===== config.mk =====
export PLATFORM = sky130hd
export DESIGN_NAME = lanc_dp
export DESIGN_NICKNAME = d
export VERILOG_FILES = /design/src/hdl/lanc_pkg.sv /design/src/hdl/lanc_dp.sv
export SDC_FILE = /design/constraint.sdc
export NUM_CORES = 2
export LEC_CHECK = 0
export BUFFER_PORTS_ARGS = -buffer_cell sky130_fd_sc_hd__buf_2
export CORE_UTILIZATION = 60
export CTS_CLUSTER_DIAMETER = 60
export DETAILED_ROUTE_END_ITERATION = 16
export PLACE_DENSITY = 0.8
export SLEW_MARGIN = 20
export SYNTH_ARGS = -nofsm -noshare
export SYNTH_HDL_FRONTEND = slang
export SYNTH_SLANG_ARGS = --single-unit

===== constraint.sdc =====
create_clock -name clk -period 11.5 [get_ports clk]
set_clock_uncertainty 0.05 [all_clocks]
set_input_delay 1.725 -clock clk [delete_from_list [all_inputs] [get_ports clk]]
set_output_delay 1.725 -clock clk [all_outputs]
set_load 0.01 [all_outputs]

===== src/hdl/lanc_pkg.sv =====
`timescale 1ns / 1ps
// Shared constants, widths and control types of the LMS noise canceller.
// No dependencies; every other file but lanc_ram imports this package.
package lanc_pkg;

  localparam int TAPS   = 128;
  localparam int AW     = $clog2(TAPS);
  localparam int CW     = $clog2(TAPS + 2);

  localparam int SMP_W  = 16;
  localparam int WGT_W  = 32;
  localparam int STEP_W = 16;
  localparam logic [STEP_W-1:0] STEP_RESET = 16'd655;

  localparam int SMP_MAX = 32767;
  localparam int SMP_MIN = -32768;

  // mu * error fits in 33 signed bits; one multiplier of MUE_W x SMP_W serves all
  localparam int MUE_W  = STEP_W + SMP_W + 1;
  localparam int PROD_W = MUE_W + SMP_W;
  localparam int ACC_W  = WGT_W + SMP_W + AW;

  localparam int EST_SHIFT = 28;
  localparam int UPD_SHIFT = 18;

  typedef enum logic [1:0] {
    MUL_FIR,
    MUL_STEP,
    MUL_UPD
  } mul_sel_t;

  typedef struct packed {
    mul_sel_t mul_sel;
    logic     d_load;
    logic     acc_clr;
    logic     acc_en;
    logic     est_en;
    logic     mue_en;
    logic     wupd_en;
    logic     wclr_en;
  } ctl_t;

endpackage


===== src/hdl/lanc_dp.sv =====
`timescale 1ns / 1ps
// Datapath: the shared multiplier, the FIR accumulator, error rounding and
// saturation, and the saturating weight update. Depends on lanc_pkg.
module lanc_dp (
  input  logic                              clk,
  input  lanc_pkg::ctl_t                    ctl,
  input  logic [lanc_pkg::STEP_W-1:0]       step_size,
  input  logic signed [lanc_pkg::SMP_W-1:0] desired_sample,
  input  logic signed [lanc_pkg::SMP_W-1:0] hist_q,
  input  logic signed [lanc_pkg::WGT_W-1:0] w_q,
  output logic signed [lanc_pkg::SMP_W-1:0] error_sample,
  output logic signed [lanc_pkg::WGT_W-1:0] w_wdata
);
  import lanc_pkg::*;

  localparam int EST_W = ACC_W - EST_SHIFT;
  localparam int EW    = EST_W + 1;
  localparam int INC_W = PROD_W - UPD_SHIFT;
  localparam int NW_W  = WGT_W + 1;
  localparam logic signed [EW-1:0] E_MAX = EW'(SMP_MAX);
  localparam logic signed [EW-1:0] E_MIN = EW'(SMP_MIN);

  logic signed [MUE_W-1:0]  mul_a;
  logic signed [SMP_W-1:0]  mul_b;
  logic signed [PROD_W-1:0] prod_r;
  logic signed [ACC_W-1:0]  acc_r;
  logic signed [ACC_W-1:0]  acc_nxt;
  logic signed [ACC_W-1:0]  acc_rnd;
  logic signed [EST_W-1:0]  est;
  logic signed [EW-1:0]     err;
  logic signed [SMP_W-1:0]  e_sat;
  logic signed [SMP_W-1:0]  d_r;
  logic signed [SMP_W-1:0]  e_r;
  logic signed [MUE_W-1:0]  mue_r;
  logic signed [WGT_W-1:0]  w_d_r;
  logic signed [PROD_W-1:0] upd_rnd;
  logic signed [INC_W-1:0]  inc;
  logic signed [NW_W-1:0]   nw;
  logic signed [WGT_W-1:0]  w_sat;

  always_comb begin
    case (ctl.mul_sel)
      MUL_FIR: begin
        mul_a = MUE_W'(w_q);
        mul_b = hist_q;
      end
      MUL_STEP: begin
        mul_a = MUE_W'(step_size);
        mul_b = e_r;
      end
      MUL_UPD: begin
        mul_a = mue_r;
        mul_b = hist_q;
      end
      default: begin
        mul_a = '0;
        mul_b = '0;
      end
    endcase
  end

  always_comb begin
    if (ctl.acc_clr) begin
      acc_nxt = '0;
    end else if (ctl.acc_en) begin
      acc_nxt = acc_r + ACC_W'(prod_r);
    end else begin
      acc_nxt = acc_r;
    end
  end

  // round half up, then floor to Q1.15
  assign acc_rnd = acc_r + (ACC_W'(1) << (EST_SHIFT - 1));
  assign est     = acc_rnd[ACC_W-1:EST_SHIFT];
  assign err     = EW'(d_r) - EW'(est);

  always_comb begin
    if (err > E_MAX) begin
      e_sat = SMP_W'(SMP_MAX);
    end else if (err < E_MIN) begin
      e_sat = SMP_W'(SMP_MIN);
    end else begin
      e_sat = err[SMP_W-1:0];
    end
  end

  assign upd_rnd = prod_r + (PROD_W'(1) << (UPD_SHIFT - 1));
  assign inc     = upd_rnd[PROD_W-1:UPD_SHIFT];
  assign nw      = NW_W'(w_d_r) + NW_W'(inc);

  always_comb begin
    if (nw[NW_W-1] != nw[NW_W-2]) begin
      w_sat = nw[NW_W-1] ? {1'b1, {(WGT_W-1){1'b0}}} : {1'b0, {(WGT_W-1){1'b1}}};
    end else begin
      w_sat = nw[WGT_W-1:0];
    end
  end

  assign w_wdata      = ctl.wclr_en ? '0 : w_sat;
  assign error_sample = e_r;

  always_ff @(posedge clk) begin
    prod_r <= PROD_W'(mul_a) * PROD_W'(mul_b);
    w_d_r  <= w_q;
    acc_r  <= acc_nxt;
    if (ctl.d_load) begin
      d_r <= desired_sample;
    end
    if (ctl.est_en) begin
      e_r <= e_sat;
    end
    if (ctl.mue_en) begin
      mue_r <= prod_r[MUE_W-1:0];
    end
  end

endmodule


# Word level (Yosys, flattened, before mapping)
# Cells that the tools add are included.
totals:
  reg_bits: 201
  inputBits: 90
classes:
  n_addsub: 5
  multipliers: 1
  n_lt_le_gt_ge: 2
  n_eq_ne: 3
  mux: 6
  n_reduce_logical: 2
ops:
  columns: ["operator", "n"]
  rows:
  - ["$pmux W33 S3", 1]
  - ["$mux W32", 3]
  - ["$add A55 B29 Y55 const B", 1]
  - ["$add A55 B49 Y55", 1]
  - ["$add A49 B19 Y49 const B", 1]
  - ["$mul A33 B16 Y49", 1]
  - ["$add A32 B31 Y33", 1]
  - ["$pmux W16 S2", 1]
  - ["$gt A28 B16 Y1 const B", 1]
  - ["$lt A28 B16 Y1 const B", 1]
  - ["$sub A16 B27 Y28", 1]
  - ["$mux W16", 1]
  - ["$eq A2 B1 Y1 const B", 1]
  - ["$eq A2 B2 Y1 const B", 1]
  - ["$logic_not A2 Y1", 1]
  - ["$reduce_or A2 Y1", 1]
  - ["$ne A1 B1 Y1", 1]

# Longest topological paths before layout
logic_depth:
  word_depth: 5
  ltp_mapped: 31
  ltp_nobuf: 28

# Worst setup path after synthesis
# Ideal clock, no wire load.
synth_path:
  path_kind: "input-to-reg"
  startpoint: "in ctl[8] in the netlist's numbering"
  endpoint: "reg prod_r[46]"
  t_arrival_ns: 8.821
  required_time_ns: 11.378
  path_slack_ns: 2.556
  cell_stages: 26
  cell_sequence: "clkbuf_1 > clkbuf_1 > nor2_1 > a21oi_1 > clkbuf_1 > nor2_1 > fa_1 > inv_1 > fa_1 > fa_1 > fa_1 > inv_1 > fa_1 > inv_1 > fa_1 > inv_1 > ha_1 > and2_1 > a311oi_1 > o221ai_1 > a311o_1 > a31oi_1 > o311a_1 > o31ai_1 > a311oi_1 > xnor2_1"
synth_between:
  elab_chain_len: 4
  elab_cells_between_ends: 7
  cone_classes: "1 x mul; 2 x eq/ne; 2 x mux; 2 x reduce/logical"
synth_rtl:
  columns: ["item", "line_no", "text"]
  rows:
  - ["from (decl)", "lanc_dp.sv:6", "input lanc_pkg::ctl_t ctl,"]
  - ["$eq A2 B2 Y1 / $logic_not A2 Y1 (equally long branches)", "lanc_dp.sv:42", "case (ctl.mul_sel)"]
  - ["$reduce_or A2 Y1 (no source line)", null, null]
  - ["$pmux W16 S2", "lanc_dp.sv:42", null]
  - ["$mul A33 B16 Y49 (*)", "lanc_dp.sv:103", "prod_r <= PROD_W'(mul_a) * PROD_W'(mul_b);"]
  - ["to (signal assigned)", "lanc_dp.sv:103", null]
  - ["to (decl)", "lanc_dp.sv:25", "logic signed [PROD_W-1:0] prod_r;"]
# Every way passes the cells marked *; elsewhere a longest branch is shown, timed or not.
# A chain may end at the register's enable or synchronous reset.

# Worst setup path after layout
layout_path:
  startpoint: "in ctl[8] in the netlist's numbering"
  endpoint: "reg prod_r[48]"
# The elaborated chain is that of the path after synthesis.

==> impl_metrics.env <==
export IMPL_worstMarginPinSlew_ns=1.14
export IMPL_crit_path_end_kind="flop"
export IMPL_grt_pass1_vias=26900
export IMPL_syn_avg_cell_area_um2=8.60
export IMPL_instances_no_fill=4481
export IMPL_outcome="completed"
export IMPL_gr_total_overflow=0
export IMPL_setup_violations=0
export IMPL_ant_nets=0
export IMPL_nFillCells=4396
export IMPL_worst_r2r_endpoint="prod_r[48]"
export IMPL_synthArstFlopShare_pct=0
export IMPL_grt_max_degree=67
export IMPL_yosys_most_used_dff="dfxtp_1"
export IMPL_die_h_um=232
export IMPL_slew_viol_final=0
export IMPL_crit_reg2reg_launch="error_sample[6]"
export IMPL_ys_seq_area_share_pct=14.7
export IMPL_syn_to_final_growth_pct=6.74
export IMPL_crit_path_start_kind="primary input"
export IMPL_cts_resized=0
export IMPL_crit_top_cell="fa_1"
export IMPL_vias=26500
export IMPL_gp_congestion=1.01
export IMPL_cts_tree="done"
export IMPL_min_period_over_period_pct=86.7
export IMPL_hold_path_depth=0
export IMPL_fmax_mhz=100
export IMPL_drc=0
export IMPL_grt_pass1_wl_um=146000
export IMPL_yosys_warnings=0
export IMPL_drive_gt1_share_pct=6.85
export IMPL_yosysUniqueCellTypes=81
export IMPL_antenna_found_initial=1
export IMPL_vias_per_cell=5.91
export IMPL_syn_nets=4528
export IMPL_path_clk_slew_ns=0.06
export IMPL_final_area_um2=34000
export IMPL_r2r_cells=25
export IMPL_hpwlAfterDp_um=75000
export IMPL_core_area_um2=52600
export IMPL_critical_path_max_stage_delay_ns=0.93
export IMPL_placed_area_um2=33300
export IMPL_die_area_um2=54000
export IMPL_diodes=0
export IMPL_path_max_fanout=53
export IMPL_wl_um=92200
export IMPL_grt_util_all_layers_pct=35.3
export IMPL_required_ns=11.86
export IMPL_crit_cells=25
export IMPL_worstSetupEndpoint="prod_r[48]"
export IMPL_crit_family="adder cells"
export IMPL_numCtsBuffers=21
export IMPL_ios=138
export IMPL_hold_path_class="reg2reg"
export IMPL_grt_util_met2_pct=55.4
export IMPL_rrSetupSlack_ns=3.09
export IMPL_hold_violations=0
export IMPL_ys_ff_latch=201
export IMPL_io_buffers=136
export IMPL_tns_ns=0
export IMPL_post_route_min_period_ns=9.97
export IMPL_netlist_instances=3704
export IMPL_crit_buf_inv=6
export IMPL_clk_latency_ns=0.53
export IMPL_synth_area_um2=31800
export IMPL_cp_arrival_ns=10.33
export IMPL_clk_path_buf_depth=3
export IMPL_cts_sinks=201
export IMPL_wl_per_cell_um=20.6
export IMPL_busiest_layer="met2"
export IMPL_drtIter0Drc=2106
export IMPL_htreeDepth=1
export IMPL_gr_usage_met3_pct=8.17
export IMPL_drtPass1Iterations=6
export IMPL_cp_slowest_cell="o41ai_1"
export IMPL_fp_dieW_um=232
export IMPL_cp_startpoint="ctl[8]"
export IMPL_cts_root_buffer="clkbuf_16"
export IMPL_row_count=84
export IMPL_hold_buffers=0
export IMPL_cap_violations=0
export IMPL_cts_setup_buffers=0
export IMPL_met1_usage_pct=45.7
export IMPL_worst_setup_path_type="in2reg"
export IMPL_slew_limit_headroom_pct=23.7
export IMPL_rsz0062_at_grt="false"
export IMPL_nNetsFinal=4603
export IMPL_dpl_cell_count=4444
export IMPL_initial_core_util_pct=60.6
export IMPL_synth_edff_count=65
-- layout make-up --
type | count | area (um2) | share of cell area [%]
clock inverter | 8 | 85.1 | 0.250
tap | 688 | 861 | 2.53
inverter | 653 | 2450 | 7.21
sequential | 201 | 4670 | 13.8
timing repair buffer | 185 | 1050 | 3.09
multi-input combinational | 2717 | 24200 | 71.3
clock buffer | 29 | 622 | 1.83
-- state kept, by name, summed over array words and instances, names as in the netlist --
signal and count:
prod_r 49, error_sample 16, d_r 16, w_d_r 32
mue_r 33, acc_r 55
-- Yosys cell counts (all sizes together), types with 14 or more instances --
library cell	instances	area share, %
mux2i	66	2.1
nor2b	26	0.51
edfxtp	65	6.1
dfxtp	136	8.5
xnor2	124	3.4
and2	18	0.35
a21o	99	2.3
o22ai	16	0.31
inv	652	7.7
nand4	32	0.63
o21ai	135	2.1
xor2	65	1.8
o21a	24	0.57
clkbuf	117	1.4
nand3	49	0.77
fa	503	32
o31ai	14	0.33
a21oi	165	2.6
o21bai	22	0.52
ha	231	9.1
a31oi	20	0.39
nand2b	38	0.75
a211oi	25	0.59
nand2	416	4.9
or2	18	0.35
buf	16	0.21
and3	33	0.65
nor2	379	4.5
nor3	42	0.66
-- logic make-up after synthesis --
family	Yosys count	share of synthesized area (%)
and+or+nand+nor	1112	15.5
muxes	68	2.15
DFF	201	14.7
adders and majority gates	736	40.8
buffers and inverters	786	9.29
AOI/OAI and AO/OA	612	12.4
xor gates and xnor gates	189	5.20
-- per-stage QoR --
stage          setup slack [ns]  utilization (%)  hold WS (ns)
3_5_place_dp               1.28             63.3         0.393
4_1_cts                    1.77             64.7         0.411
3_3_place_gp               1.26             63.3         0.379
5_1_grt                    1.23             64.7         0.415
2_1_floorplan              2.56                -         0.365
6_report                   1.53             64.7         0.404
-- layer usage --
metal	vias up	part of all wire [%]
met4	0	5.9
met5	-	0
li1	12100	-
met3	286	10
met1	12900	39
met2	1304	45
-- worst reg2reg max path, stage by stage (launching register included) --
cell and delay, ns:
edfxtp_1 0.50, nand2_1 0.11, nor2_1 0.07, a21oi_1 0.78
buf_4 0.34, nor2_1 0.09, fa_1 0.50, inv_1 0.05
fa_1 0.47, fa_1 0.52, inv_1 0.06, fa_1 0.53
fa_1 0.53, inv_1 0.06, fa_1 0.49, inv_1 0.05
ha_1 0.34, and4_1 0.26, nand2b_1 0.07, o221ai_1 0.37
a41oi_1 0.28, o41ai_1 0.93, a41oi_1 0.32, o31ai_1 0.31
a21oi_1 0.11, xnor2_1 0.12
-- how the worst min path moves through the flow --
stage | from | end | slack [ns]
floorplan | prod_r[0] | mue_r[0] | 0.36
global placement | prod_r[0] | mue_r[0] | 0.38
detailed placement | prod_r[5] | mue_r[5] | 0.39
CTS | prod_r[13] | mue_r[13] | 0.41
global route | prod_r[9] | mue_r[9] | 0.42
finish | prod_r[13] | mue_r[13] | 0.40
-- cell usage in the layout, fill, tap and decap left out, types with 25 or more instances in the layout --
cell type / netlist / layout
inv_1: 651 / 651
fa_1: 503 / 503
nand2_1: 416 / 416
nor2_1: 379 / 379
ha_1: 231 / 231
a21oi_1: 163 / 160
dfxtp_1: 136 / 136
buf_2: 3 / 135
xnor2_1: 124 / 124
o21ai_0: 122 / 122
a21o_1: 99 / 99
mux2i_1: 66 / 66
xor2_1: 65 / 65
edfxtp_1: 65 / 65
buf_4: 1 / 50
nand3_1: 49 / 49
nor3_1: 42 / 42
nand2b_1: 38 / 38
and3_1: 33 / 33
nand4_1: 32 / 32
nor2b_1: 26 / 26
a211oi_1: 25 / 25
Power is left out: the tool's default activity adds up to more than one toggle a clock period on the data nets, which glitch-free logic cannot reach.
