## config.mk

```make
export PLATFORM = sky130hd
export DESIGN_NAME = lanc_ctrl
export DESIGN_NICKNAME = d
export VERILOG_FILES = /design/src/hdl/lanc_pkg.sv /design/src/hdl/lanc_ctrl.sv
export SDC_FILE = /design/constraint.sdc
export NUM_CORES = 1
export LEC_CHECK = 0
export BUFFER_PORTS_ARGS = -buffer_cell sky130_fd_sc_hd__buf_2
export CAP_MARGIN = 20
export CORE_ASPECT_RATIO = 0.75
export CORE_MARGIN = 2
export CORE_UTILIZATION = 60
export CTS_CLUSTER_SIZE = 30
export DETAILED_ROUTE_END_ITERATION = 10
export PLACE_DENSITY = 0.84
export SLEW_MARGIN = 30
export SYNTH_ARGS = -nofsm -noshare
export SYNTH_HDL_FRONTEND = slang
export SYNTH_SLANG_ARGS = --single-unit
```

## constraint.sdc

```tcl
create_clock -name clk -period 3.04 [get_ports clk]
set_input_delay 0.152 -clock clk [delete_from_list [all_inputs] [get_ports clk]]
set_output_delay 0.152 -clock clk [all_outputs]
set_load 0.01 [all_outputs]
```

## src/hdl/lanc_pkg.sv

```systemverilog
`timescale 1ns / 1ps
// Shared constants, widths and control types of the LMS noise canceller.
// No dependencies; every other file but lanc_ram imports this package.
package lanc_pkg;

  localparam int TAPS   = 128;
  localparam int AW     = $clog2(TAPS);
  localparam int CW     = $clog2(TAPS + 2);

  localparam int SMP_W  = 16;
  localparam int WGT_W  = 32;
  localparam int STEP_W = 16;
  localparam logic [STEP_W-1:0] STEP_RESET = 16'd655;

  localparam int SMP_MAX = 32767;
  localparam int SMP_MIN = -32768;

  // mu * error fits in 33 signed bits; one multiplier of MUE_W x SMP_W serves all
  localparam int MUE_W  = STEP_W + SMP_W + 1;
  localparam int PROD_W = MUE_W + SMP_W;
  localparam int ACC_W  = WGT_W + SMP_W + AW;

  localparam int EST_SHIFT = 28;
  localparam int UPD_SHIFT = 18;

  typedef enum logic [1:0] {
    MUL_FIR,
    MUL_STEP,
    MUL_UPD
  } mul_sel_t;

  typedef struct packed {
    mul_sel_t mul_sel;
    logic     d_load;
    logic     acc_clr;
    logic     acc_en;
    logic     est_en;
    logic     mue_en;
    logic     wupd_en;
    logic     wclr_en;
  } ctl_t;

endpackage

```

## src/hdl/lanc_ctrl.sv

```systemverilog
`timescale 1ns / 1ps
// Sequencer: weight clear sweep, warm-up count, tap walks for the filter
// and the update passes, delay-line pointers and the output beat flag.
// Depends on lanc_pkg.
module lanc_ctrl (
  input  logic                    clk,
  input  logic                    rst_n,
  input  logic                    in_valid,
  input  logic                    out_ready,
  output logic                    in_ready,
  output logic                    out_valid,
  output lanc_pkg::ctl_t          ctl,
  output logic                    hist_we,
  output logic [lanc_pkg::AW-1:0] hist_waddr,
  output logic [lanc_pkg::AW-1:0] hist_raddr,
  output logic [lanc_pkg::AW-1:0] w_raddr,
  output logic [lanc_pkg::AW-1:0] w_waddr
);
  import lanc_pkg::*;

  typedef enum logic [2:0] {
    ST_CLEAR,
    ST_IDLE,
    ST_FIR,
    ST_EST,
    ST_MU,
    ST_MUE,
    ST_UPD
  } state_t;

  state_t        state_r, state_nxt;
  logic [CW-1:0] cnt_r, cnt_nxt;
  logic [AW-1:0] rp_r, rp_nxt;
  logic [AW-1:0] wp_r, wp_nxt;
  logic [AW-1:0] warm_r, warm_nxt;
  logic [AW-1:0] a1_r, a2_r;
  logic          v1_r, v2_r;
  logic          out_valid_r, out_valid_nxt;
  logic          accept;
  logic          issue;
  logic [AW-1:0] wp_inc;

  assign in_ready   = (state_r == ST_IDLE);
  assign accept     = in_valid && in_ready;
  assign out_valid  = out_valid_r;
  assign wp_inc     = (wp_r == AW'(TAPS - 1)) ? '0 : wp_r + 1'b1;
  assign issue      = ((state_r == ST_FIR) || (state_r == ST_UPD)) && (cnt_r < CW'(TAPS));
  assign hist_we    = accept;
  assign hist_waddr = wp_inc;
  assign hist_raddr = rp_r;
  assign w_raddr    = cnt_r[AW-1:0];
  assign w_waddr    = (state_r == ST_CLEAR) ? cnt_r[AW-1:0] : a2_r;

  always_comb begin
    state_nxt     = state_r;
    cnt_nxt       = cnt_r;
    rp_nxt        = rp_r;
    wp_nxt        = wp_r;
    warm_nxt      = warm_r;
    ctl           = '0;
    ctl.mul_sel   = MUL_FIR;
    ctl.d_load    = accept;
    ctl.acc_clr   = accept;
    out_valid_nxt = out_valid_r && !out_ready;

    case (state_r)
      ST_CLEAR: begin
        ctl.wclr_en = 1'b1;
        cnt_nxt     = cnt_r + 1'b1;
        if (cnt_r == CW'(TAPS - 1)) begin
          cnt_nxt   = '0;
          state_nxt = ST_IDLE;
        end
      end
      ST_IDLE: begin
        if (accept) begin
          wp_nxt = wp_inc;
          if (warm_r < AW'(TAPS - 1)) begin
            warm_nxt = warm_r + 1'b1;
          end else begin
            cnt_nxt   = '0;
            rp_nxt    = wp_inc;
            state_nxt = ST_FIR;
          end
        end
      end
      ST_FIR, ST_UPD: begin
        ctl.mul_sel = (state_r == ST_FIR) ? MUL_FIR : MUL_UPD;
        ctl.acc_en  = v2_r && (state_r == ST_FIR);
        ctl.wupd_en = v2_r && (state_r == ST_UPD);
        cnt_nxt     = cnt_r + 1'b1;
        rp_nxt      = (rp_r == '0) ? AW'(TAPS - 1) : rp_r - 1'b1;
        // the last read passes the RAM read register and the product register before it lands
        if (cnt_r == CW'(TAPS + 1)) begin
          cnt_nxt   = '0;
          state_nxt = (state_r == ST_FIR) ? ST_EST : ST_IDLE;
        end
      end
      ST_EST: begin
        // hold the new error until the previous beat has left
        ctl.est_en = !out_valid_r || out_ready;
        if (ctl.est_en) begin
          out_valid_nxt = 1'b1;
          state_nxt     = ST_MU;
        end
      end
      ST_MU: begin
        ctl.mul_sel = MUL_STEP;
        state_nxt   = ST_MUE;
      end
      ST_MUE: begin
        ctl.mue_en = 1'b1;
        cnt_nxt    = '0;
        rp_nxt     = wp_r;
        state_nxt  = ST_UPD;
      end
      default: begin
        state_nxt = ST_IDLE;
      end
    endcase
  end

  always_ff @(posedge clk) begin
    if (!rst_n) begin
      state_r     <= ST_CLEAR;
      cnt_r       <= '0;
      rp_r        <= '0;
      wp_r        <= '0;
      warm_r      <= '0;
      v1_r        <= 1'b0;
      v2_r        <= 1'b0;
      out_valid_r <= 1'b0;
    end else begin
      state_r     <= state_nxt;
      cnt_r       <= cnt_nxt;
      rp_r        <= rp_nxt;
      wp_r        <= wp_nxt;
      warm_r      <= warm_nxt;
      v1_r        <= issue;
      v2_r        <= v1_r;
      out_valid_r <= out_valid_nxt;
    end
    a1_r <= cnt_r[AW-1:0];
    a2_r <= a1_r;
  end

endmodule

```

# == Word level (Yosys, flattened, before mapping) ==
# Index checks and enable logic that the tools add are counted.
# totals
regBits,49
input_bits,4
output_inout_bits,40
elab_cells,76
# op_classes
addsub,4
magnitude_cmp,2
n_eq_ne,14
muxes,27
reduce_logical,19
# ops
cell,count
two-way mux 7 bit,5
two-way mux 8 bit,4
case mux 8 bit (4 select lines),1
case mux 7 bit (3 select lines),1
case mux 3 bit (6 select lines),1
two-way mux 3 bit,5
adder 7 x 1 -> 7 bit (second input constant),2
== test 3 bit (second input constant),3
AND reduction 3 bit,3
adder 8 x 1 -> 8 bit (second input constant),1
== test 8 x 7 -> 1 bit (second input constant),1
== test 8 bit (second input constant),1
less-than comparator 8 bit (second input constant),1
== test 7 bit (second input constant),1
zero test 7 bit,1
less-than comparator 7 bit (second input constant),1
two-way mux 1 bit,7
subtractor 7 x 1 -> 7 bit (second input constant),1
== test 3 x 2 -> 1 bit (second input constant),2
inequality test 2 bit (second input constant),3
logical AND 1 bit,5
AND reduction 5 bit,1
two-way mux 2 bit,2
inequality test 2 x 1 -> 1 bit (second input constant),2
other kinds (9),11

# == Longest topological paths before layout ==
# Gate-level depths: netlist (run 1).
# logic_depth
depth_word,5
mapped_depth,7
ltp_nobuf,6

# == Worst setup path before layout (run 1) ==
# Ideal clock, no wire load.
# synth_path
kind,register to register
startpoint,reg wp_r[0]
endpoint,reg rp_r[3] (netlist: hist_raddr[3])
setup_time_ns,0.091
arrival_time_ns,1.670
required_time_ns,2.949
slack_ns,1.279
stages_incl_launch_ff,6
n_path_buf,0
synth_period_minus_slack_ns,1.761
cell_sequence,dfxtp_1 -> ha_1 -> and4_1 -> and3_1 -> or3_1 -> a311oi_1
# synth_between
elab_chain_cells,5
word_cells_on_any_way,6
classes_between,1 x add/sub; 1 x eq/ne; 4 x mux
# synth_rtl
item,line,source
"start, declared",lanc_ctrl.sv:34,"logic [AW-1:0] wp_r, wp_nxt;"
"start signal, assigned",lanc_ctrl.sv:137,wp_r <= wp_nxt;
adder 7 x 1 -> 7 bit / == test 7 bit (equally long branches),lanc_ctrl.sv:46,assign wp_inc = (wp_r == AW'(TAPS - 1)) ? '0 : wp_r + 1'b1;
two-way mux 7 bit (*),lanc_ctrl.sv:46,
two-way mux 7 bit (*),lanc_ctrl.sv:78,if (warm_r < AW'(TAPS - 1)) begin
two-way mux 7 bit (*),lanc_ctrl.sv:76,if (accept) begin
case mux 7 bit (3 select lines) (*),lanc_ctrl.sv:66,case (state_r)
"end signal, assigned",lanc_ctrl.sv:136,rp_r <= rp_nxt;
"end, declared",lanc_ctrl.sv:33,"logic [AW-1:0] rp_r, rp_nxt;"
# Mark *: on every way between the ends. The rest lies on a longest branch, timed or not. The select of a mux whose other input is x is not followed.
# A chain may end at the register's enable or synchronous reset.

# == Final worst setup path (run 1) ==
# layout_path
startpoint,reg state_r[0]
endpoint,reg warm_r[6]
# layout_between
elab_chain_cells,3
# layout_rtl
item,line,source
"start, declared",lanc_ctrl.sv:31,"state_t state_r, state_nxt;"
"start signal, assigned",lanc_ctrl.sv:134,state_r <= state_nxt;
== test 3 x 1 -> 1 bit (*),"lanc_ctrl.sv:43, lanc_ctrl.sv:66",
logical AND 1 bit,lanc_ctrl.sv:44,assign accept = in_valid && in_ready;
AND reduction 3 bit (no source line) (*),-,
"end signal, assigned",lanc_ctrl.sv:138,warm_r <= warm_nxt;
"end, declared",lanc_ctrl.sv:35,"logic [AW-1:0] warm_r, warm_nxt;"
# Mark *: on every way between the ends. The rest lies on a longest branch, timed or not.

==> impl_metrics.env, run 1 <==
export IMPL_drc_errors=0
export IMPL_grt_pass1_wl_um=10100
export IMPL_end_kind="flip-flop"
export IMPL_avgSynthCellArea_sq_um=8.88
export IMPL_cp_arrival_ps=2450
export IMPL_ys_ff_latch=49
export IMPL_nets=331
export IMPL_grtUsageTotal_pct=26.6
export IMPL_antenna_found_initial=0
export IMPL_grt_pass1_vias=2083
export IMPL_rows=20
export IMPL_finalClockSkew_ps=10.6
export IMPL_crit_fanout=14
export IMPL_final_seq_area_sq_um=981
export IMPL_rsz0062_at_grt="false"
export IMPL_drtIter0Drc=267
export IMPL_place_ws_ps=881
export IMPL_yosysWarnings=0
export IMPL_crit_slowest_cell="dfxtp_1"
export IMPL_io_pins=44
export IMPL_final_layout_size_suffix_gt1_share_pct=21.7
export IMPL_htree_levels=2
export IMPL_final_antenna_net_count=0
export IMPL_fin_crit_sh_pct=72.9
export IMPL_intPower_w=0.000825
export IMPL_fin_setup_tns_ps=0
export IMPL_ys_seq_area_share_pct=37.6
export IMPL_area_growth_syn_to_layout_pct=9.44
export IMPL_hp_class="input port to flip-flop"
export IMPL_hold_slack_ps=206
export IMPL_yosys_top_cells_area="dfxtp_1 (38%), o211ai_1 (4.3%), a211oi_1 (3.2%), mux2_2 (3.0%), nand2_1 (3.0%)"
export IMPL_clkSinkCount=49
export IMPL_cts_tree="yes"
export IMPL_multiInputGateArea_sq_um=1460
export IMPL_maxSlewHeadroom_pct=43.9
export IMPL_cts_buffers=5
export IMPL_status="complete, no violations"
export IMPL_peakVddDrop_uv=273
export IMPL_p_leak_nw=1.24
export IMPL_yosys_area_top_type="dfxtp_1"
export IMPL_synth_edf_count=0
export IMPL_syn_area_sq_um=2610
export IMPL_syn_inst=294
export IMPL_path_class="flip-flop to flip-flop"
export IMPL_die_w_um=80.2
export IMPL_min_period_ps=2220
export IMPL_dieHeight_um=61.1
export IMPL_grt_ovfl_total=0
export IMPL_clkPwrFrac_pct=34.8
export IMPL_routedWlPerCell_um=16.3
export IMPL_worst_slack_ps=823
export IMPL_swShare_pct=22.7
export IMPL_num_antenna_cells=0
export IMPL_synthTopCellsByCount="dfxtp_1 (49), nand2_1 (21), nor2_1 (21)"
export IMPL_p_seq_share_pct=61.8
export IMPL_p_sw_w=0.000243
export IMPL_timing_hold_violations_final=0
export IMPL_synthArstFlopShare_pct=0
export IMPL_path_cells="nand4bb_1 -> inv_2 -> o211ai_1 -> or4_1 -> o21ai_0"
export IMPL_globalplace_congestion=0.926
export IMPL_ys_flop_type="dfxtp_1"
export IMPL_yosysMostFrequentCell="dfxtp_1"
export IMPL_dp_hpwl_um=4350
export IMPL_wl_um=6160
export IMPL_synth_nets=303
export IMPL_clk_insertion_delay_late_ps=300
export IMPL_cts_root_buf="clkbuf_8"
export IMPL_synth_cell_types=62
export IMPL_clk_pin_slew_ps=90
export IMPL_max_cap_violations=0
export IMPL_viasPerCell=6.39
export IMPL_critPathLaunchType="flip-flop"
export IMPL_setup_viol=0
export IMPL_powerDensity_nw_per_um2=374
export IMPL_power_w=0.00107
export IMPL_cts_setup_buffers=0
export IMPL_ctsResizeCount=0
export IMPL_cts_path_max_buffers=2
export IMPL_fmax_ghz=0.451
export IMPL_worst_ep_required_time_ps=3270
export IMPL_p_comb_share_pct=3.4
export IMPL_grt_max_degree=25
export IMPL_num_fill_cells=339
export IMPL_firstDrtPassIters=5
export IMPL_fin_util_pct=69.6
export IMPL_num_vias=2415
export IMPL_slew_viol_final=0
export IMPL_io_buffers=43
export IMPL_die_area_sq_um=4900
export IMPL_netlist_area_leader_share_pct=37.6
export IMPL_slowest_delay_ps=610
export IMPL_hold_buffers=0
export IMPL_tightestPinTransition_ps=840
export IMPL_start_util_pct=63.6
export IMPL_core_sq_um=4100
## area by class of cell
type,count,area share [%]
clock buffer,6,2.54
sequential,49,34.3
tap,55,2.41
clock inverter,2,0.350
timing repair buffer,45,8.06
multi-input combinational,212,51.1
inverter,9,1.18
## cell usage in the layout (no fill, tap or decap), types with 5 or more instances in the layout
master,instances
mux2_2,7
nor2_1,21
clkbuf_8,5
inv_1,8
nor3_1,6
dfxtp_1,49
o21ai_0,7
nand3_1,13
a211oi_1,11
or3_1,6
o211ai_1,15
nand2_1,21
ha_1,5
a21oi_1,9
buf_2,43
xor2_1,9
a21o_1,7
## cell families (layout without fill, tap and decap cells)
family / count (synthesis) / count (layout) / synth area share [%]
xor+xnor: 12 / 12 / 4.03
buf+inv: 33 / 62 / 6.47
fa+ha+maj: 5 / 5 / 2.40
compound gates: 79 / 79 / 23.0
mux: 8 / 8 / 3.40
flops: 49 / 49 / 37.6
simple gates: 108 / 108 / 23.1
## power by group through the flow
stage                     Sequential [W]  Clock (W)  Combinational [W]
after floorplan                 0.000672          0          0.0000276
after global placement          0.000674          0          0.0000357
after detailed placement        0.000675          0          0.0000363
after CTS                       0.000660   0.000375          0.0000366
after global routing            0.000661   0.000404          0.0000402
final                           0.000660   0.000371          0.0000367
## final timing paths
kind	from	to	slack (ps)	depth (start not counted)
setup / recovery	state_r[0]$_SDFFE_PN0P_	warm_r[6]$_SDFFE_PN0P_	820	5
hold / removal	out_ready	out_valid$_SDFF_PN0_	210	3
setup reg to reg	state_r[0]$_SDFFE_PN0P_	warm_r[6]$_SDFFE_PN0P_	820	5
hold reg to reg	a1_r[3]$_DFF_P_	a2_r[3]$_DFF_P_	330	0
## through the flow
| step | instance area [sq um] | cells |
|---|---|---|
| after floorplan | 2610 | 294 |
| after global placement | 2770 | 370 |
| after detailed placement | 2770 | 370 |
| after CTS | 2860 | 378 |
| after global routing | 2860 | 378 |
| final | 2860 | 378 |
## sequential cells by signal (all words and copies together), names as in the netlist
register / count
hist_raddr: 7
v1_r: 1
warm_r: 7
cnt_r: 8
out_valid: 1
a2_r: 7
v2_r: 1
a1_r: 7
state_r: 3
wp_r: 7
## layer usage
layer	GRT usage, %	up-vias	wire length, um
met5	0	-	0
met3	4.25	11	523
met1	39.3	1152	2870
met2	39.4	108	2680
li1	-	1144	-
met4	9.69	0	85
## critical path: cells and delay by family, from the launching register on
kind                   cells  cell delay [ps]
AOI/OAI and AO/OA          2              250
buffers and inverters      1              300
and+or+nand+nor            2              980
DFF                        1              610
Power figures use the tool's default switching activity.
==> run 2: changes to the inputs <==
Settings changed: ABC_AREA from default to 1, CORE_UTILIZATION 60 to 56, PLACE_DENSITY 0.84 to 0.8.
Clock period 3.04 ns to 2.1 ns, I/O delays scaled along.
==> impl_metrics.env, run 2 <==
export IMPL_num_fill_cells=430
export IMPL_hold_path_depth=4
export IMPL_synth_nets=380
export IMPL_antenna_found_initial=0
export IMPL_syn_area_sq_um=2560
export IMPL_min_period_ps=1810
export IMPL_viasPerCell=5.13
export IMPL_dieHeight_um=62.5
export IMPL_regMostFlops="cnt_r"
export IMPL_tightestPinTransition_ps=469
export IMPL_p_leak_nw=1.36
export IMPL_grt_max_degree=22
export IMPL_io_buffers=43
export IMPL_grt_ovfl_total=0
export IMPL_hp_class="input port to flip-flop"
export IMPL_maxSlewHeadroom_pct=68.7
export IMPL_clkSinkCount=49
export IMPL_worst_slack_ps=292
export IMPL_rows=21
export IMPL_hold_start="out_ready"
export IMPL_ys_ff_latch=49
export IMPL_final_layout_size_suffix_gt1_share_pct=18.9
export IMPL_cts_buffers=5
export IMPL_layout_commonest_cell="nand2_1"
export IMPL_fin_crit_sh_pct=86.1
export IMPL_nets=415
export IMPL_area_growth_syn_to_layout_pct=10.6
export IMPL_yosys_area_top_type="dfxtp_1"
export IMPL_synth_edf_count=0
export IMPL_synth_cell_types=34
export IMPL_die_w_um=82.0
export IMPL_num_antenna_cells=0
export IMPL_synthArstFlopShare_pct=0
export IMPL_fmax_ghz=0.553
export IMPL_placed_cells=456
export IMPL_regToRegSetupSlack_ps=350
export IMPL_hold_buffers=0
export IMPL_clk_pin_slew_ps=80
export IMPL_status="complete, no violations"
export IMPL_core_sq_um=4410
export IMPL_place_ws_ps=380
export IMPL_yosysWarnings=0
export IMPL_powerDensity_nw_per_um2=1320
export IMPL_cts_root_buf="clkbuf_8"
export IMPL_setup_viol=0
export IMPL_cts_path_max_buffers=2
export IMPL_end_kind="output port"
export IMPL_slew_viol_final=0
export IMPL_syn_inst=371
export IMPL_netlist_area_leader_share_pct=38.4
export IMPL_regToRegStartpoint="state_r[0]$_SDFFE_PN0P_"
export IMPL_firstDrtPassIters=6
export IMPL_synthTopCellsByCount="nand2_1 (80), nor2_1 (56), dfxtp_1 (49)"
export IMPL_yosysMostFrequentCell="nand2_1"
export IMPL_grt_pass1_wl_um=9520
export IMPL_wl_um=5500
export IMPL_ys_flop_type="dfxtp_1"
export IMPL_io_pins=44
export IMPL_ys_seq_area_share_pct=38.4
export IMPL_rsz0062_at_grt="false"
export IMPL_cts_setup_buffers=0
export IMPL_htree_levels=2
export IMPL_drc_errors=0
export IMPL_final_antenna_net_count=0
export IMPL_grtUsageTotal_pct=23.6
export IMPL_cp_arrival_ps=1700
export IMPL_drtIter0Drc=204
export IMPL_timing_hold_violations_final=0
export IMPL_fin_util_pct=64.1
export IMPL_num_vias=2380
export IMPL_multiInputGateArea_sq_um=1270
export IMPL_finalClockSkew_ps=8.83
export IMPL_worst_ep_required_time_ps=2000
export IMPL_final_seq_area_sq_um=982
export IMPL_max_cap_violations=0
export IMPL_grt_pass1_vias=2069
export IMPL_critPathLaunchType="flip-flop"
export IMPL_dp_hpwl_um=4160
export IMPL_start_util_pct=57.9
export IMPL_rr_worst_depth=7
export IMPL_routedWlPerCell_um=11.8
export IMPL_final_cells=464
export IMPL_crit_fanout=5
export IMPL_layout_common_cells="nand2_1 (80), nor2_1 (56), dfxtp_1 (48)"
export IMPL_yosys_top_cells_area="dfxtp_1 (38%), nand2_1 (12%), nor2_1 (8.2%), inv_1 (6.3%), o21ai_0 (6.1%)"
export IMPL_path_class="flip-flop to output port"
export IMPL_min_to="out_valid$_SDFF_PN0_"
export IMPL_rr_endpoint="cnt_r[5]$_SDFFE_PN0P_"
export IMPL_clk_insertion_delay_late_ps=300
export IMPL_globalplace_congestion=0.906
export IMPL_die_area_sq_um=5130
export IMPL_peakVddDrop_uv=734
export IMPL_fin_setup_tns_ps=0
export IMPL_largest_register_ffs=8
export IMPL_avgSynthCellArea_sq_um=6.89
export IMPL_cts_tree="yes"
-- run 2: final cells by class --
type | instances | area share, %
Multi-Input combinational cell | 255 | 44.9
Sequential cell | 49 | 34.7
Timing Repair Buffer | 44 | 7.88
Inverter | 51 | 7.04
Clock buffer | 7 | 2.70
Tap cell | 57 | 2.52
Clock inverter | 1 | 0.265
-- run 2: cell families after synthesis --
group           share of synthesized area (%)
simple gates                             31.7
buf+inv                                  12.0
compound gates                           14.5
flops                                    38.4
fa+ha+maj                                2.45
xor+xnor                                 1.03
-- run 2: report_power, final --
| group | switching [W] | leakage [nW] | internal, W | total, W |
|---|---|---|---|---|
| combinational | 0.00121 | 0.923 | 0.000641 | 0.00186 |
| sequential | 0.000223 | 0.399 | 0.00111 | 0.00133 |
| clock | 0.000301 | 0.0385 | 0.000236 | 0.000537 |
-- run 2: per-layer routing --
layer | vias up | wire (um) | track usage [%]
met5 | - | 0 | 0
met4 | 0 | 53 | 6.88
met3 | 6 | 360 | 5.20
met2 | 77 | 2330 | 34.0
met1 | 1050 | 2750 | 35.0
li1 | 1247 | - | -
-- run 2: worst max path at each step --
stage | to | depth (start not counted) | from | slack (ps)
CTS | w_waddr[6] | 7 | state_r[2]$_SDFFE_PN0P_ | 190
detailed placement | cnt_r[5]$_SDFFE_PN0P_ | 7 | state_r[0]$_SDFFE_PN0P_ | 380
floorplan | w_waddr[0] | 6 | state_r[2]$_SDFFE_PN0P_ | 610
global route | hist_waddr[6] | 8 | wp_r[1]$_SDFFE_PN0P_ | 70
finish | hist_waddr[6] | 8 | wp_r[1]$_SDFFE_PN0P_ | 290
global placement | cnt_r[5]$_SDFFE_PN0P_ | 7 | state_r[0]$_SDFFE_PN0P_ | 450
-- run 2: per-stage QoR --
step                hold slack (ps)  area (sq um)  power [W]
global route                    107          2830    0.00409
detailed placement              312          2740    0.00319
finish                         93.5          2830    0.00373
CTS                            82.3          2830    0.00373
global placement                310          2740    0.00316
floorplan                       296          2560    0.00279
-- run 2: timing repair --
action / in CTS / in global routing
gates resized for setup: 0 / 2
endpoints found under the setup margin: 0 / 8
endpoints found under the hold margin: 0 / 0
-- run 2: critical path, cell delays in order (launching register included) --
cell and delay, ps:
dfxtp_1 410, ha_1 210, nand3_1 100, inv_1 90
nand2_1 60, o21ai_0 240, nand2_1 120, inv_1 60
buf_2 120
==> run 3: changes to the inputs <==
==> constraint.sdc (replaced) <==
create_clock -name clk -period 2.1 [get_ports clk]
set_input_delay 0.42 -clock clk [delete_from_list [all_inputs] [get_ports clk]]
set_output_delay 0.42 -clock clk [all_outputs]
set_load 0.01 [all_outputs]
==> impl_metrics.env, run 3 (synthesized netlist as in run 2, its figures left out) <==
export IMPL_grt_pass1_wl_um=9690
export IMPL_clk_pin_slew_ps=90
export IMPL_path_cells="ha_2 -> nand3_1 -> inv_1 -> nand2_1 -> inv_1 -> nor2_2 -> buf_2"
export IMPL_hold_start="a1_r[4]$_DFF_P_"
export IMPL_regMostFlops="cnt_r"
export IMPL_fin_setup_tns_ps=0
export IMPL_gr_usage_met1_pct=35.5
export IMPL_htree_levels=2
export IMPL_hold_path_depth=0
export IMPL_final_layout_size_suffix_gt1_share_pct=21.6
export IMPL_wl_um=5620
export IMPL_antenna_found_initial=0
export IMPL_met2_usage_pct=34.7
export IMPL_cp_arrival_ps=1600
export IMPL_core_sq_um=4410
export IMPL_dp_hpwl_um=4260
export IMPL_largest_register_ffs=8
export IMPL_layout_common_cells="nand2_1 (80), nor2_1 (53), dfxtp_1 (45)"
export IMPL_startpoint="wp_r[0]$_SDFFE_PN0P_"
export IMPL_viasPerCell=5.13
export IMPL_rows=21
export IMPL_cts_path_max_buffers=2
export IMPL_p_sw_w=0.00180
export IMPL_dieHeight_um=62.5
export IMPL_setup_viol=0
export IMPL_cts_root_buf="clkbuf_8"
export IMPL_num_antenna_cells=0
export IMPL_hp_class="flip-flop to flip-flop"
export IMPL_crit_top_cell="inv_1"
export IMPL_max_cap_violations=0
export IMPL_num_vias=2387
export IMPL_nets=416
export IMPL_die_area_sq_um=5130
export IMPL_final_antenna_net_count=0
export IMPL_tightestPinTransition_ps=337
export IMPL_grtUsageTotal_pct=23.9
export IMPL_globalplace_congestion=0.947
export IMPL_rr_worst_depth=9
export IMPL_critPathLaunchType="flip-flop"
export IMPL_timing_hold_violations_final=0
export IMPL_grt_ovfl_total=0
export IMPL_endpoint="hist_waddr[3]"
export IMPL_powerDensity_nw_per_um2=1360
export IMPL_grt_pass1_vias=2133
export IMPL_regToRegStartpoint="state_r[1]$_SDFFE_PN0P_"
export IMPL_layout_commonest_cell="nand2_1"
export IMPL_io_pins=44
export IMPL_ctsResizeCount=3
export IMPL_finalClockSkew_ps=6.70
export IMPL_rsz0062_at_grt="true"
export IMPL_drc_errors=0
export IMPL_swShare_pct=45.8
export IMPL_die_w_um=82.0
export IMPL_cts_setup_buffers=0
export IMPL_regToRegSetupSlack_ps=320
export IMPL_clk_insertion_delay_late_ps=300
export IMPL_grt_max_degree=21
export IMPL_min_period_ps=2020
export IMPL_path_class="flip-flop to output port"
export IMPL_start_util_pct=57.9
export IMPL_crit_fanout=8
export IMPL_io_buffers=43
export IMPL_clkPwrFrac_pct=17.1
export IMPL_drtIter0Drc=179
export IMPL_top_usage_layer="met1"
export IMPL_clkSinkCount=49
export IMPL_hold_buffers=0
export IMPL_slowest_delay_ps=380
export IMPL_cts_buffers=5
export IMPL_p_comb_share_pct=48.7
export IMPL_num_fill_cells=396
export IMPL_crit_slowest_cell="dfxtp_4"
export IMPL_firstDrtPassIters=4
export IMPL_p_seq_share_pct=34.1
export IMPL_worst_ep_required_time_ps=1680
export IMPL_end_kind="output port"
export IMPL_p_leak_nw=1.39
export IMPL_intPower_w=0.00213
export IMPL_peakVddDrop_uv=535
export IMPL_routedWlPerCell_um=12.1
export IMPL_fmax_ghz=0.496
export IMPL_maxSlewHeadroom_pct=77.4
export IMPL_fin_crit_sh_pct=96.1
export IMPL_final_cells=465
export IMPL_placed_cells=457
export IMPL_met3_usage_pct=5.92
export IMPL_area_growth_syn_to_layout_pct=12.9
export IMPL_cts_tree="yes"
export IMPL_status="complete, no violations"
export IMPL_rr_endpoint="cnt_r[5]$_SDFFE_PN0P_"
export IMPL_slew_viol_final=0
run 3: cell types whose count changed in the layout (fill, tap and decap cells not counted), sizes merged:
cell and delta:
clkinvlp -1, clkinv +1, bufinv +1, buf +1, inv +1, clkbuf -2
run 3: worst max-delay path, delay by kind of cell, from the launching register on:
family | cells | cell delay (ps)
buf+inv | 3 | 320
flops | 1 | 380
fa+ha+maj | 1 | 200
simple gates | 3 | 410
run 3: worst min-delay path by stage:
| stage | slack (ps) | to |
|---|---|---|
| 2_1_floorplan | 310 | a2_r[0]$_DFF_P_ |
| 3_3_place_gp | 310 | a2_r[5]$_DFF_P_ |
| 3_5_place_dp | 310 | a2_r[2]$_DFF_P_ |
| 4_1_cts | 340 | a2_r[2]$_DFF_P_ |
| 5_1_grt | 350 | a2_r[2]$_DFF_P_ |
| 6_report | 330 | a2_r[4]$_DFF_P_ |
run 3: area by class of cell:
type / count / area, sq um / area share (%)
clock buffers: 5 / 68.8 / 2.38
flip-flops and latches: 49 / 988 / 34.2
inverters: 51 / 201 / 6.98
well taps: 57 / 71.3 / 2.47
repair buffers: 45 / 230 / 7.98
multi-input cells: 255 / 1280 / 44.4
clock inverters: 3 / 43.8 / 1.52
run 3: per-layer routing:
metal	share of wire [%]	routed length, um	up-vias
li1	-	-	1249
met1	51	2850	1066
met2	43	2440	70
met3	5.6	317	2
met4	0.30	17	0
met5	0	0	-
run 3: power by group through the flow:
stage                     logic, W  registers, W  clock network [W]
after floorplan            0.00149       0.00130                  0
after global placement     0.00183       0.00134                  0
after detailed placement   0.00187       0.00135                  0
after CTS                  0.00189       0.00133           0.000692
after global routing       0.00218       0.00138           0.000733
final                      0.00192       0.00134           0.000674
run 3: stage by stage:
step	worst slack (ps)	utilization, %	hold slack (ps)	total power (W)	area, sq um
after floorplan	300	-	310	0.00279	2560
after global placement	342	62.3	310	0.00317	2750
after detailed placement	287	62.3	314	0.00322	2750
after CTS	22.6	64.9	337	0.00391	2870
after global routing	-22.7	65.4	347	0.00429	2890
final	82.3	65.4	335	0.00393	2890
